--- config.mk ---
export PLATFORM = sky130hd
export DESIGN_NAME = circular_deque_unit_flat
export DESIGN_NICKNAME = d
export VERILOG_FILES = /design/src/rtl/cdq_pkg.sv /design/src/rtl/cdq_ifs.sv /design/src/rtl/circular_deque_unit.sv /design/src/rtl/cdq_ram.sv /design/src/rtl/cdq_core.sv /design/src/flat_wrapper.sv
export VERILOG_INCLUDE_DIRS = /design/src /design/src/rtl
export SDC_FILE = /design/constraint.sdc
export NUM_CORES = 2
export LEC_CHECK = 0
export BUFFER_PORTS_ARGS = -buffer_cell sky130_fd_sc_hd__buf_2
export CAP_MARGIN = 20
export CORE_MARGIN = 5
export CORE_UTILIZATION = 60
export CTS_BUF_LIST = sky130_fd_sc_hd__clkbuf_8
export CTS_CLUSTER_SIZE = 40
export DETAILED_ROUTE_END_ITERATION = 12
export PLACE_DENSITY_LB_ADDON = 0.12
export SLEW_MARGIN = 40
export SYNTH_ARGS = -nofsm -noshare
export SYNTH_HDL_FRONTEND = slang
export SYNTH_HIERARCHICAL = 1
export SYNTH_SLANG_ARGS = --single-unit
--- constraint.sdc ---
create_clock -name i_clk -period 23 [get_ports i_clk]
set_input_delay 2.3 -clock i_clk [delete_from_list [all_inputs] [get_ports i_clk]]
set_output_delay 2.3 -clock i_clk [all_outputs]
set_load 0.05 [all_outputs]
--- src/rtl/circular_deque_unit_defines.svh ---
// assertion macros shared by the deque rtl
// no dependencies; included by files that carry concurrent checks
`ifndef CIRCULAR_DEQUE_UNIT_DEFINES_SVH
`define CIRCULAR_DEQUE_UNIT_DEFINES_SVH

// same-cycle implication, disabled while reset is asserted
`define CDQ_ASSERT_NOW(label, clk, rst_n, ante, cons, msg) \
    label: assert property (@(posedge clk) disable iff (!(rst_n)) (ante) |-> (cons)) \
        else $error(msg);

// next-cycle implication, disabled while reset is asserted
`define CDQ_ASSERT_NEXT(label, clk, rst_n, ante, cons, msg) \
    label: assert property (@(posedge clk) disable iff (!(rst_n)) (ante) |=> (cons)) \
        else $error(msg);

`endif

--- src/rtl/cdq_pkg.sv ---
// shared types, widths and operation codes for the circular deque
// no dependencies; used by the interfaces, the top level and the core
package cdq_pkg;

    localparam int DefaultDepth = 16;
    localparam int DataWidth    = 32;
    localparam int ModeWidth    = 3;
    localparam int CapWidth     = 5;

    localparam logic [CapWidth-1:0] CapacityReset = 5'd16;

    // operation codes; the remaining codes are refused
    localparam logic [ModeWidth-1:0] ModePushFront = 3'd0;
    localparam logic [ModeWidth-1:0] ModePushRear  = 3'd1;
    localparam logic [ModeWidth-1:0] ModePopFront  = 3'd2;
    localparam logic [ModeWidth-1:0] ModePopRear   = 3'd3;
    localparam logic [ModeWidth-1:0] ModeNop       = 3'd4;

    localparam logic signed [DataWidth-1:0] EmptyValue = -32'sd1;

    typedef struct packed {
        logic                        accepted;
        logic signed [DataWidth-1:0] front_value;
        logic signed [DataWidth-1:0] rear_value;
        logic                        is_empty;
        logic                        is_full;
    } t_result;

endpackage

--- src/rtl/cdq_ifs.sv ---
// valid/ready channel interfaces of the circular deque
// depends on cdq_pkg for field widths
interface cdq_in_if;
    import cdq_pkg::*;
    logic                        valid;
    logic                        ready;
    logic [ModeWidth-1:0]        mode;
    logic signed [DataWidth-1:0] value;
    modport source (output valid, output mode, output value, input ready);
    modport sink   (input valid, input mode, input value, output ready);
endinterface

interface cdq_out_if;
    import cdq_pkg::*;
    logic                        valid;
    logic                        ready;
    logic                        accepted;
    logic signed [DataWidth-1:0] front_value;
    logic signed [DataWidth-1:0] rear_value;
    logic                        is_empty;
    logic                        is_full;
    modport source (output valid, output accepted, output front_value, output rear_value,
                    output is_empty, output is_full, input ready);
    modport sink   (input valid, input accepted, input front_value, input rear_value,
                    input is_empty, input is_full, output ready);
endinterface

interface cdq_cfg_if;
    import cdq_pkg::*;
    logic                valid;
    logic                ready;
    logic [CapWidth-1:0] capacity;
    modport source (output valid, output capacity, input ready);
    modport sink   (input valid, input capacity, output ready);
endinterface

--- src/rtl/circular_deque_unit.sv ---
// top level of the circular deque: input register, deque core, result register
// depends on cdq_pkg, cdq_ifs, cdq_core and circular_deque_unit_defines.svh
//
//  channel   dir   payload                                            transfer when
//  i_item    in    mode, value                                        valid && ready
//  o_result  out   accepted, front_value, rear_value, is_empty,       valid && ready
//                  is_full
//  i_cfg     in    capacity                                           valid (ready tied high)
//
// one item per cycle sustained while the result is taken; each item passes the input register
// and the core, and its result is loaded into the result register, which raises valid
// the entry ram reads the neighbors of the next front and rear every cycle, so a pop
// finds its new end value already registered
// synchronous active-low reset empties the deque and restores capacity 16 (clamped)
// a stalled result holds the core; the input register then fills and drops ready
`include "circular_deque_unit_defines.svh"

module circular_deque_unit #(
    parameter int DEPTH = cdq_pkg::DefaultDepth
) (
    input  logic        i_clk,
    input  logic        i_rst_n,
    cdq_in_if.sink      i_item,
    cdq_out_if.source   o_result,
    cdq_cfg_if.sink     i_cfg
);
    import cdq_pkg::*;

    // input register
    logic                        r_in_valid;
    logic [ModeWidth-1:0]        r_in_mode;
    logic signed [DataWidth-1:0] r_in_value;

    // result register
    logic    r_out_valid;
    t_result r_out;

    logic    exec;
    t_result core_result;

    // the core runs when an item waits and the result slot is free or draining
    assign exec         = r_in_valid && (!r_out_valid || o_result.ready);
    assign i_item.ready = !r_in_valid || exec;
    assign i_cfg.ready  = 1'b1;

    cdq_core #(
        .DEPTH (DEPTH)
    ) u_core (
        .i_clk      (i_clk),
        .i_rst_n    (i_rst_n),
        .i_exec     (exec),
        .i_mode     (r_in_mode),
        .i_value    (r_in_value),
        .i_cfg_we   (i_cfg.valid),
        .i_capacity (i_cfg.capacity),
        .o_result   (core_result)
    );

    always_ff @(posedge i_clk) begin
        if (!i_rst_n) begin
            r_in_valid  <= 1'b0;
            r_out_valid <= 1'b0;
        end else begin
            if (i_item.ready) begin
                r_in_valid <= i_item.valid;
            end
            if (exec) begin
                r_out_valid <= 1'b1;
            end else if (o_result.ready) begin
                r_out_valid <= 1'b0;
            end
        end
    end

    // payload registers, no reset
    always_ff @(posedge i_clk) begin
        if (i_item.valid && i_item.ready) begin
            r_in_mode  <= i_item.mode;
            r_in_value <= i_item.value;
        end
        if (exec) begin
            r_out <= core_result;
        end
    end

    assign o_result.valid       = r_out_valid;
    assign o_result.accepted    = r_out.accepted;
    assign o_result.front_value = r_out.front_value;
    assign o_result.rear_value  = r_out.rear_value;
    assign o_result.is_empty    = r_out.is_empty;
    assign o_result.is_full     = r_out.is_full;

    // a waiting item is never dropped while the core is held
    `CDQ_ASSERT_NEXT(a_in_held, i_clk, i_rst_n,
        r_in_valid && !exec, r_in_valid, "input item lost while stalled")
    // every core step lands in the result register
    `CDQ_ASSERT_NEXT(a_exec_loads, i_clk, i_rst_n,
        exec, r_out_valid, "core step produced no result")
    // an empty deque reports -1 at both ends
    `CDQ_ASSERT_NOW(a_empty_vals, i_clk, i_rst_n,
        r_out_valid && r_out.is_empty,
        (r_out.front_value == EmptyValue) && (r_out.rear_value == EmptyValue),
        "empty result with end values other than -1")
    // empty and full never together
    `CDQ_ASSERT_NOW(a_empty_not_full, i_clk, i_rst_n,
        r_out_valid, !(r_out.is_empty && r_out.is_full), "result flagged both empty and full")

endmodule

--- src/rtl/cdq_ram.sv ---
// generic ram: one write port, two read ports with registered read data
// no dependencies
module cdq_ram #(
    parameter int WIDTH = 32,
    parameter int DEPTH = 16,
    localparam int AW = (DEPTH > 1) ? $clog2(DEPTH) : 1
) (
    input  logic             i_clk,
    input  logic             i_we,
    input  logic [AW-1:0]    i_waddr,
    input  logic [WIDTH-1:0] i_wdata,
    input  logic [AW-1:0]    i_raddr_a,
    input  logic [AW-1:0]    i_raddr_b,
    output logic [WIDTH-1:0] o_rdata_a,
    output logic [WIDTH-1:0] o_rdata_b
);

    logic [WIDTH-1:0] r_mem [DEPTH];
    logic [WIDTH-1:0] r_rdata_a;
    logic [WIDTH-1:0] r_rdata_b;

    always_ff @(posedge i_clk) begin
        if (i_we) begin
            r_mem[i_waddr] <= i_wdata;
        end
        r_rdata_a <= r_mem[i_raddr_a];
        r_rdata_b <= r_mem[i_raddr_b];
    end

    assign o_rdata_a = r_rdata_a;
    assign o_rdata_b = r_rdata_b;

endmodule

--- src/rtl/cdq_core.sv ---
// deque state: ring indices, cached end values, entry ram and neighbor prefetch
// depends on cdq_pkg and cdq_ram
module cdq_core #(
    parameter int DEPTH = cdq_pkg::DefaultDepth
) (
    input  logic                                i_clk,
    input  logic                                i_rst_n,
    input  logic                                i_exec,
    input  logic [cdq_pkg::ModeWidth-1:0]       i_mode,
    input  logic signed [cdq_pkg::DataWidth-1:0] i_value,
    input  logic                                i_cfg_we,
    input  logic [cdq_pkg::CapWidth-1:0]        i_capacity,
    output cdq_pkg::t_result                    o_result
);
    import cdq_pkg::*;

    localparam int IW = (DEPTH > 1) ? $clog2(DEPTH) : 1;

    // clamp capacity to 1..DEPTH and return the last slot index in use
    function automatic logic [IW-1:0] cap_last(input logic [CapWidth-1:0] cap);
        int unsigned c;
        c = int'(cap);
        if (c == 0) begin
            c = 1;
        end
        if (c > DEPTH) begin
            c = DEPTH;
        end
        return IW'(c - 1);
    endfunction

    function automatic logic [IW-1:0] ring_next(input logic [IW-1:0] i,
                                                input logic [IW-1:0] last);
        return (i == last) ? '0 : IW'(i + 1'b1);
    endfunction

    function automatic logic [IW-1:0] ring_prev(input logic [IW-1:0] i,
                                                input logic [IW-1:0] last);
        return (i == '0) ? last : IW'(i - 1'b1);
    endfunction

    logic [IW-1:0]              r_front, n_front;
    logic [IW-1:0]              r_rear, n_rear;
    logic                       r_empty, n_empty;
    logic [IW-1:0]              r_last, n_last;
    logic signed [DataWidth-1:0] r_front_val, n_front_val;
    logic signed [DataWidth-1:0] r_rear_val, n_rear_val;

    // write-first bypass for the prefetched neighbors
    logic                 r_fn_byp, r_rp_byp;
    logic [DataWidth-1:0] r_wdata_q;

    logic                 we;
    logic [IW-1:0]        waddr;
    logic [IW-1:0]        raddr_fn, raddr_rp;
    logic [DataWidth-1:0] rd_fn, rd_rp;
    logic signed [DataWidth-1:0] nb_front, nb_rear;
    logic                 full_now;
    logic                 accepted;

    cdq_ram #(
        .WIDTH (DataWidth),
        .DEPTH (DEPTH)
    ) u_ram (
        .i_clk     (i_clk),
        .i_we      (we),
        .i_waddr   (waddr),
        .i_wdata   (i_value),
        .i_raddr_a (raddr_fn),
        .i_raddr_b (raddr_rp),
        .o_rdata_a (rd_fn),
        .o_rdata_b (rd_rp)
    );

    // entry behind the front and entry ahead of the rear
    assign nb_front = r_fn_byp ? r_wdata_q : rd_fn;
    assign nb_rear  = r_rp_byp ? r_wdata_q : rd_rp;
    assign full_now = !r_empty && (ring_next(r_rear, r_last) == r_front);

    always_comb begin
        n_front     = r_front;
        n_rear      = r_rear;
        n_empty     = r_empty;
        n_last      = r_last;
        n_front_val = r_front_val;
        n_rear_val  = r_rear_val;
        we          = 1'b0;
        waddr       = '0;
        accepted    = 1'b0;
        if (i_cfg_we) begin
            n_front = '0;
            n_rear  = '0;
            n_empty = 1'b1;
            n_last  = cap_last(i_capacity);
        end else if (i_exec) begin
            case (i_mode)
                ModePushFront, ModePushRear: begin
                    if (!full_now) begin
                        accepted = 1'b1;
                        we       = 1'b1;
                        if (r_empty) begin
                            n_front     = '0;
                            n_rear      = '0;
                            n_empty     = 1'b0;
                            n_front_val = i_value;
                            n_rear_val  = i_value;
                        end else if (i_mode == ModePushFront) begin
                            n_front     = ring_prev(r_front, r_last);
                            waddr       = n_front;
                            n_front_val = i_value;
                        end else begin
                            n_rear     = ring_next(r_rear, r_last);
                            waddr      = n_rear;
                            n_rear_val = i_value;
                        end
                    end
                end
                ModePopFront, ModePopRear: begin
                    if (!r_empty) begin
                        accepted = 1'b1;
                        if (r_front == r_rear) begin
                            n_front = '0;
                            n_rear  = '0;
                            n_empty = 1'b1;
                        end else if (i_mode == ModePopFront) begin
                            n_front     = ring_next(r_front, r_last);
                            n_front_val = nb_front;
                        end else begin
                            n_rear     = ring_prev(r_rear, r_last);
                            n_rear_val = nb_rear;
                        end
                    end
                end
                ModeNop: begin
                    accepted = 1'b1;
                end
                default: begin
                    accepted = 1'b0;
                end
            endcase
        end
    end

    // prefetch neighbors of the state that holds after this cycle
    assign raddr_fn = ring_next(n_front, n_last);
    assign raddr_rp = ring_prev(n_rear, n_last);

    always_comb begin
        o_result.accepted    = accepted;
        o_result.is_empty    = n_empty;
        o_result.front_value = n_empty ? EmptyValue : n_front_val;
        o_result.rear_value  = n_empty ? EmptyValue : n_rear_val;
        o_result.is_full     = !n_empty && (ring_next(n_rear, n_last) == n_front);
    end

    always_ff @(posedge i_clk) begin
        if (!i_rst_n) begin
            r_front  <= '0;
            r_rear   <= '0;
            r_empty  <= 1'b1;
            r_last   <= cap_last(CapacityReset);
            r_fn_byp <= 1'b0;
            r_rp_byp <= 1'b0;
        end else begin
            r_front  <= n_front;
            r_rear   <= n_rear;
            r_empty  <= n_empty;
            r_last   <= n_last;
            r_fn_byp <= we && (waddr == raddr_fn);
            r_rp_byp <= we && (waddr == raddr_rp);
        end
    end

    always_ff @(posedge i_clk) begin
        r_front_val <= n_front_val;
        r_rear_val  <= n_rear_val;
        r_wdata_q   <= i_value;
    end

endmodule
--- src/flat_wrapper.sv ---
// flat-port wrapper written by rule: the top's interface ports become plain ports
module circular_deque_unit_flat import cdq_pkg::*;
#(
    parameter int DEPTH = cdq_pkg::DefaultDepth
)
  (i_clk, i_rst_n, i_item_valid, i_item_mode, i_item_value, i_item_ready, o_result_valid, o_result_accepted, o_result_front_value, o_result_rear_value, o_result_is_empty, o_result_is_full, o_result_ready, i_cfg_valid, i_cfg_capacity, i_cfg_ready);
  cdq_in_if i_item_i ();
  cdq_out_if o_result_i ();
  cdq_cfg_if i_cfg_i ();
  input  logic i_clk;
  input  logic i_rst_n;
  input wire logic [$bits(i_item_i.valid)-1:0] i_item_valid;
  input wire logic [$bits(i_item_i.mode)-1:0] i_item_mode;
  input wire logic [$bits(i_item_i.value)-1:0] i_item_value;
  output wire logic [$bits(i_item_i.ready)-1:0] i_item_ready;
  output wire logic [$bits(o_result_i.valid)-1:0] o_result_valid;
  output wire logic [$bits(o_result_i.accepted)-1:0] o_result_accepted;
  output wire logic [$bits(o_result_i.front_value)-1:0] o_result_front_value;
  output wire logic [$bits(o_result_i.rear_value)-1:0] o_result_rear_value;
  output wire logic [$bits(o_result_i.is_empty)-1:0] o_result_is_empty;
  output wire logic [$bits(o_result_i.is_full)-1:0] o_result_is_full;
  input wire logic [$bits(o_result_i.ready)-1:0] o_result_ready;
  input wire logic [$bits(i_cfg_i.valid)-1:0] i_cfg_valid;
  input wire logic [$bits(i_cfg_i.capacity)-1:0] i_cfg_capacity;
  output wire logic [$bits(i_cfg_i.ready)-1:0] i_cfg_ready;
  assign i_item_i.valid = i_item_valid;
  assign i_item_i.mode = i_item_mode;
  assign i_item_i.value = i_item_value;
  assign i_item_ready = i_item_i.ready;
  assign o_result_valid = o_result_i.valid;
  assign o_result_accepted = o_result_i.accepted;
  assign o_result_front_value = o_result_i.front_value;
  assign o_result_rear_value = o_result_i.rear_value;
  assign o_result_is_empty = o_result_i.is_empty;
  assign o_result_is_full = o_result_i.is_full;
  assign o_result_i.ready = o_result_ready;
  assign i_cfg_i.valid = i_cfg_valid;
  assign i_cfg_i.capacity = i_cfg_capacity;
  assign i_cfg_ready = i_cfg_i.ready;
  circular_deque_unit #(.DEPTH(DEPTH)) u_core (.i_clk(i_clk), .i_rst_n(i_rst_n), .i_item(i_item_i), .o_result(o_result_i), .i_cfg(i_cfg_i));
endmodule
==> metrics.md <==
| Metric | Value |
|---|---|
| Worst r2r path cells | 17 |
| Net Sw Frac | roughly 26% |
| FF+latch area | about 22,000 um2 |
| Final Slew Violations | 0 |
| Post-route ant nets | 0 |
| 1st-iter DRT viols | between 2,000 and 3,000 |
| P_int | roughly 2.4 mW |
| Yosys warns | 6 |
| WHS Path Cells | 2 |
| Unrepaired setup endpoints after global routing | false |
| Post-CTS Resized | 0 |
| Yosys top cell area share | between 50% and 60% |
| Worst skew pair latency | between 700 and 800 ps |
| Syn nets | ~2,300 |
| Switching pwr | roughly 0.84 mW |
| Met1 Use GR | 44.5% |
| WS Path Type | input port to register |
| PortBufs | between 100 and 150 |
| DIE WIDTH | between 200 and 300 um |
| Mapped Avg Cell Area | 15.6 um2 |
| Gr ovfl total | 0 |
| Status | finished, final reports clean |
| Die Y | 253 um |
| Comb power frac | a little over a tenth |
| Std cell rows | between 80 and 90 |
| Req. time, crit path | approximately 24,000 ps |
| Synth Flop Type | edfxtp_1 |
| Drt first pass iters | 5 |
| Layout cell share with drive strength beyond 1 | 28.2% |
| Core area | about 59,000 um2 |
| Dpl ws | roughly 15,000 ps |
| Vias in the first global route | 22,600 |
| Count of final setup violators | 0 |
| GR Util met2 | 47.6% |
| Initial antenna violation count | 4 |
| Die ar. | ~64,000 um2 |
| Clock-pin transition on the worst setup and hold timing paths | around 60 ps |
| CTS tree | done |
| Root buffer cell | clkbuf_8 |
| Final Cell Area | a little under 40,000 um2 |
| R2r startpoint | u_core/u_core/r_rear[3] |
| Via density | 6.94 |
| HP Class | register to register |
| Placed cells | a little over 3,000 |
| Initial Utilization | between 60% and 70% |
| Synth Register Bits | between 700 and 800 |
| Max-Cap Viols | 0 |
| Reg power frac | 51.4% |
| Crit path time final | around 8000 ps |
| Period utilization | between 30 and 40% |
| Postcts setup bufs | 0 |
| Hpwl dp | 57.1 mm |
| Synth Instances | between 2,000 and 2,500 |
| Startpoint Class | input port |
| Peak VDD IR | approximately 0.052 mV |
| Clk sinks | a little under 800 |
| Crit path DAT | 8400 ps |
| Non-filler cells, final | between 3,000 and 4,000 |
| # hold bufs at CTS | 0 |
| GR peak layer | met2 |
| Count of different cell masters after synthesis | 89 |
| Ranking of synthesized cells by area | edfxtp_1 52%, mux4_2 16%, dfxtp_1 10% |
| Htree depth | 3 |
| Overall power | approximately 3.2 mW |
| Io pins | around 120 |
| DR WL/cell | approximately 31 um |
| Crit end category | register |
| Clock power frac | between 30% and 40% |
| Hold_sp | u_core/u_core/r_rear_val[7] |
| Hold Path Sink | u_core/u_core/r_rear_val[7] |
| Worst r2r dst | u_core/u_core/u_ram/o_rdata_b[15] |
| First-pass GRT wire length | 148 mm |
| Setup ws final | approximately 15,000 ps |
| PwrDens | about 80 nW/um2 |
| Post-synth ARST share | 0% |
| GRT Util Overall | 31.5% |
| Post-DP Area | between 30,000 and 40,000 um2 |
| Placer Congestion | 0.962 |
| Vias | ~23,000 |
| Synth area leader | edfxtp_1 |
| Multi-input logic area | around 13,000 um2 |
| Count leader, synth | edfxtp_1 |
| Synthesized cell area | roughly 35,000 um2 |
| Fin nets | 2,433 |
| Post-synth top cells | 614 x edfxtp_1, 256 x mux4_2, 177 x dfxtp_1 |
| Final hold violation count | 0 |
| Fillers | roughly 3,900 |
| Fmax | approximately 130 MHz |
| Layout area overhead | 11.8% |
| Post-synth EDFFs | 614 |
| Final wirelength | just over 100 mm |
| Sequential fraction of the synthesis area | 62.0% |
| Clock Path Buffers | 3 |
| Largest net degree at the start of global routing | 130 |
| Total CTS buffers | about 120 |
| DRC errors left | 0 |
| Clock skew | 29.1 ps |
| Setup TNS | 0 ps |
| R2R setup slack | approximately 16,000 ps |
| Worst-Margin Slew | around 890 ps |
| P_leak | between 10 and 15 nW |
| Worst Path Max Fanout | 49 |
| Worst slew margin | 40.5% |
| CP startpoint | o_result_ready |
| GR Util met3 | 8.86% |
worst max-delay path, cell delays in order:
cell      delay (ps)
buf_2            110
nor2b_4           60
nor2b_4          140
nor2b_2          590
nand2b_4         490
a31oi_1          340
nor3_1            90
a221o_1          270
a211o_1          240
nand2_1          270
inv_1            110
ha_1             270
nand3b_2         170
mux2i_4          240
buf_4            440
buf_6            610
buf_6            610
mux4_2           590
a22oi_1          210
nand2_1           90
per-stage QoR:
stage          hold WS (ps)  util (%)
2_1_floorplan           444         -
3_3_place_gp            467      62.7
3_5_place_dp            474      62.8
4_1_cts                 499      67.2
5_1_grt                 528      67.4
6_report                499      67.4
power groups by stage:
| stage | clock [mW] | combinational (mW) | sequential (mW) |
|---|---|---|---|
| 6_report | 1.22 | 0.358 | 1.67 |
| 5_1_grt | 1.31 | 0.380 | 1.67 |
| 4_1_cts | 1.24 | 0.352 | 1.66 |
| 3_5_place_dp | 0 | 0.350 | 1.69 |
| 3_3_place_gp | 0 | 0.344 | 1.69 |
| 2_1_floorplan | 0 | 0.243 | 1.67 |
layout by cell type, fill, tap and decap left out, types with 17 or more instances in the layout:
cell,count
clkinv_2,20
o22ai_1,33
edfxtp_1,614
a22oi_1,144
nor2_1,72
clkbuf_8,144
dfxtp_1,175
buf_2,113
buf_4,45
mux2i_1,98
a21oi_1,54
mux4_2,256
nand2b_1,69
o21ai_0,57
o22a_1,17
inv_1,54
nand2_1,157
o211ai_1,26
a22o_1,32
clkinv_1,17
worst max path at each step:
stage,cells after the start,endpoint,slack [ps]
after CTS,20,u_core/u_core/u_ram/o_rdata_b[15],15310
final,20,u_core/u_core/u_ram/o_rdata_b[15],15220
after global routing,20,u_core/u_core/u_ram/o_rdata_b[8],14670
after global placement,20,u_core/u_core/u_ram/o_rdata_b[11],13190
after floorplan,9,u_core/u_core/u_ram/r_mem[0][0],13150
after detailed placement,20,u_core/u_core/u_ram/o_rdata_b[15],14510
final cells by class:
type | instances | area share (%)
tap | 773 | 2.44
multi-input combinational | 1271 | 32.5
sequential | 791 | 55.5
clock inverter | 87 | 1.54
inverter | 24 | 0.227
clock buffer | 144 | 5.00
timing repair buffer | 171 | 2.87
antenna | 1 | 0.00631
flip-flops by register name, indices dropped and copies added (netlist names), 4 cells and up:
name                           count
u_core/o_result.rear_value        32
u_core/u_core/u_ram/o_rdata_a     32
u_core/u_core/r_front              4
u_core/o_result.front_value       32
u_core/u_core/u_ram/o_rdata_b     32
u_core/u_core/r_last               4
u_core/r_in_value                 32
u_core/u_core/r_rear               4
u_core/u_core/r_front_val         32
u_core/u_core/r_rear_val          32
u_core/u_core/u_ram/r_mem        512
u_core/u_core/r_wdata_q           32
layer usage:
layer  share of wire (%)  vias to the layer above
li1                    -                     9412
met1                  38                    11500
met2                  46                     1531
met3                  12                      223
met4                 3.7                        2
met5                0.11                        -
cell families (layout without fill, tap and decap cells):
group / count (synthesis) / after routing / synth area share [%]
adder cells (fa/ha/maj): 8 / 8 / 0.282
AO/OA/AOI/OAI: 461 / 461 / 9.57
XOR/XNOR: 25 / 25 / 0.681
other: 1 / 2 / 0.0106
multiplexers: 359 / 359 / 19.2
buffers and inverters: 204 / 426 / 2.51
flip-flops: 791 / 791 / 62.0
AND/OR/NAND/NOR: 417 / 417 / 5.76
(Power assumes the default switching activity.)
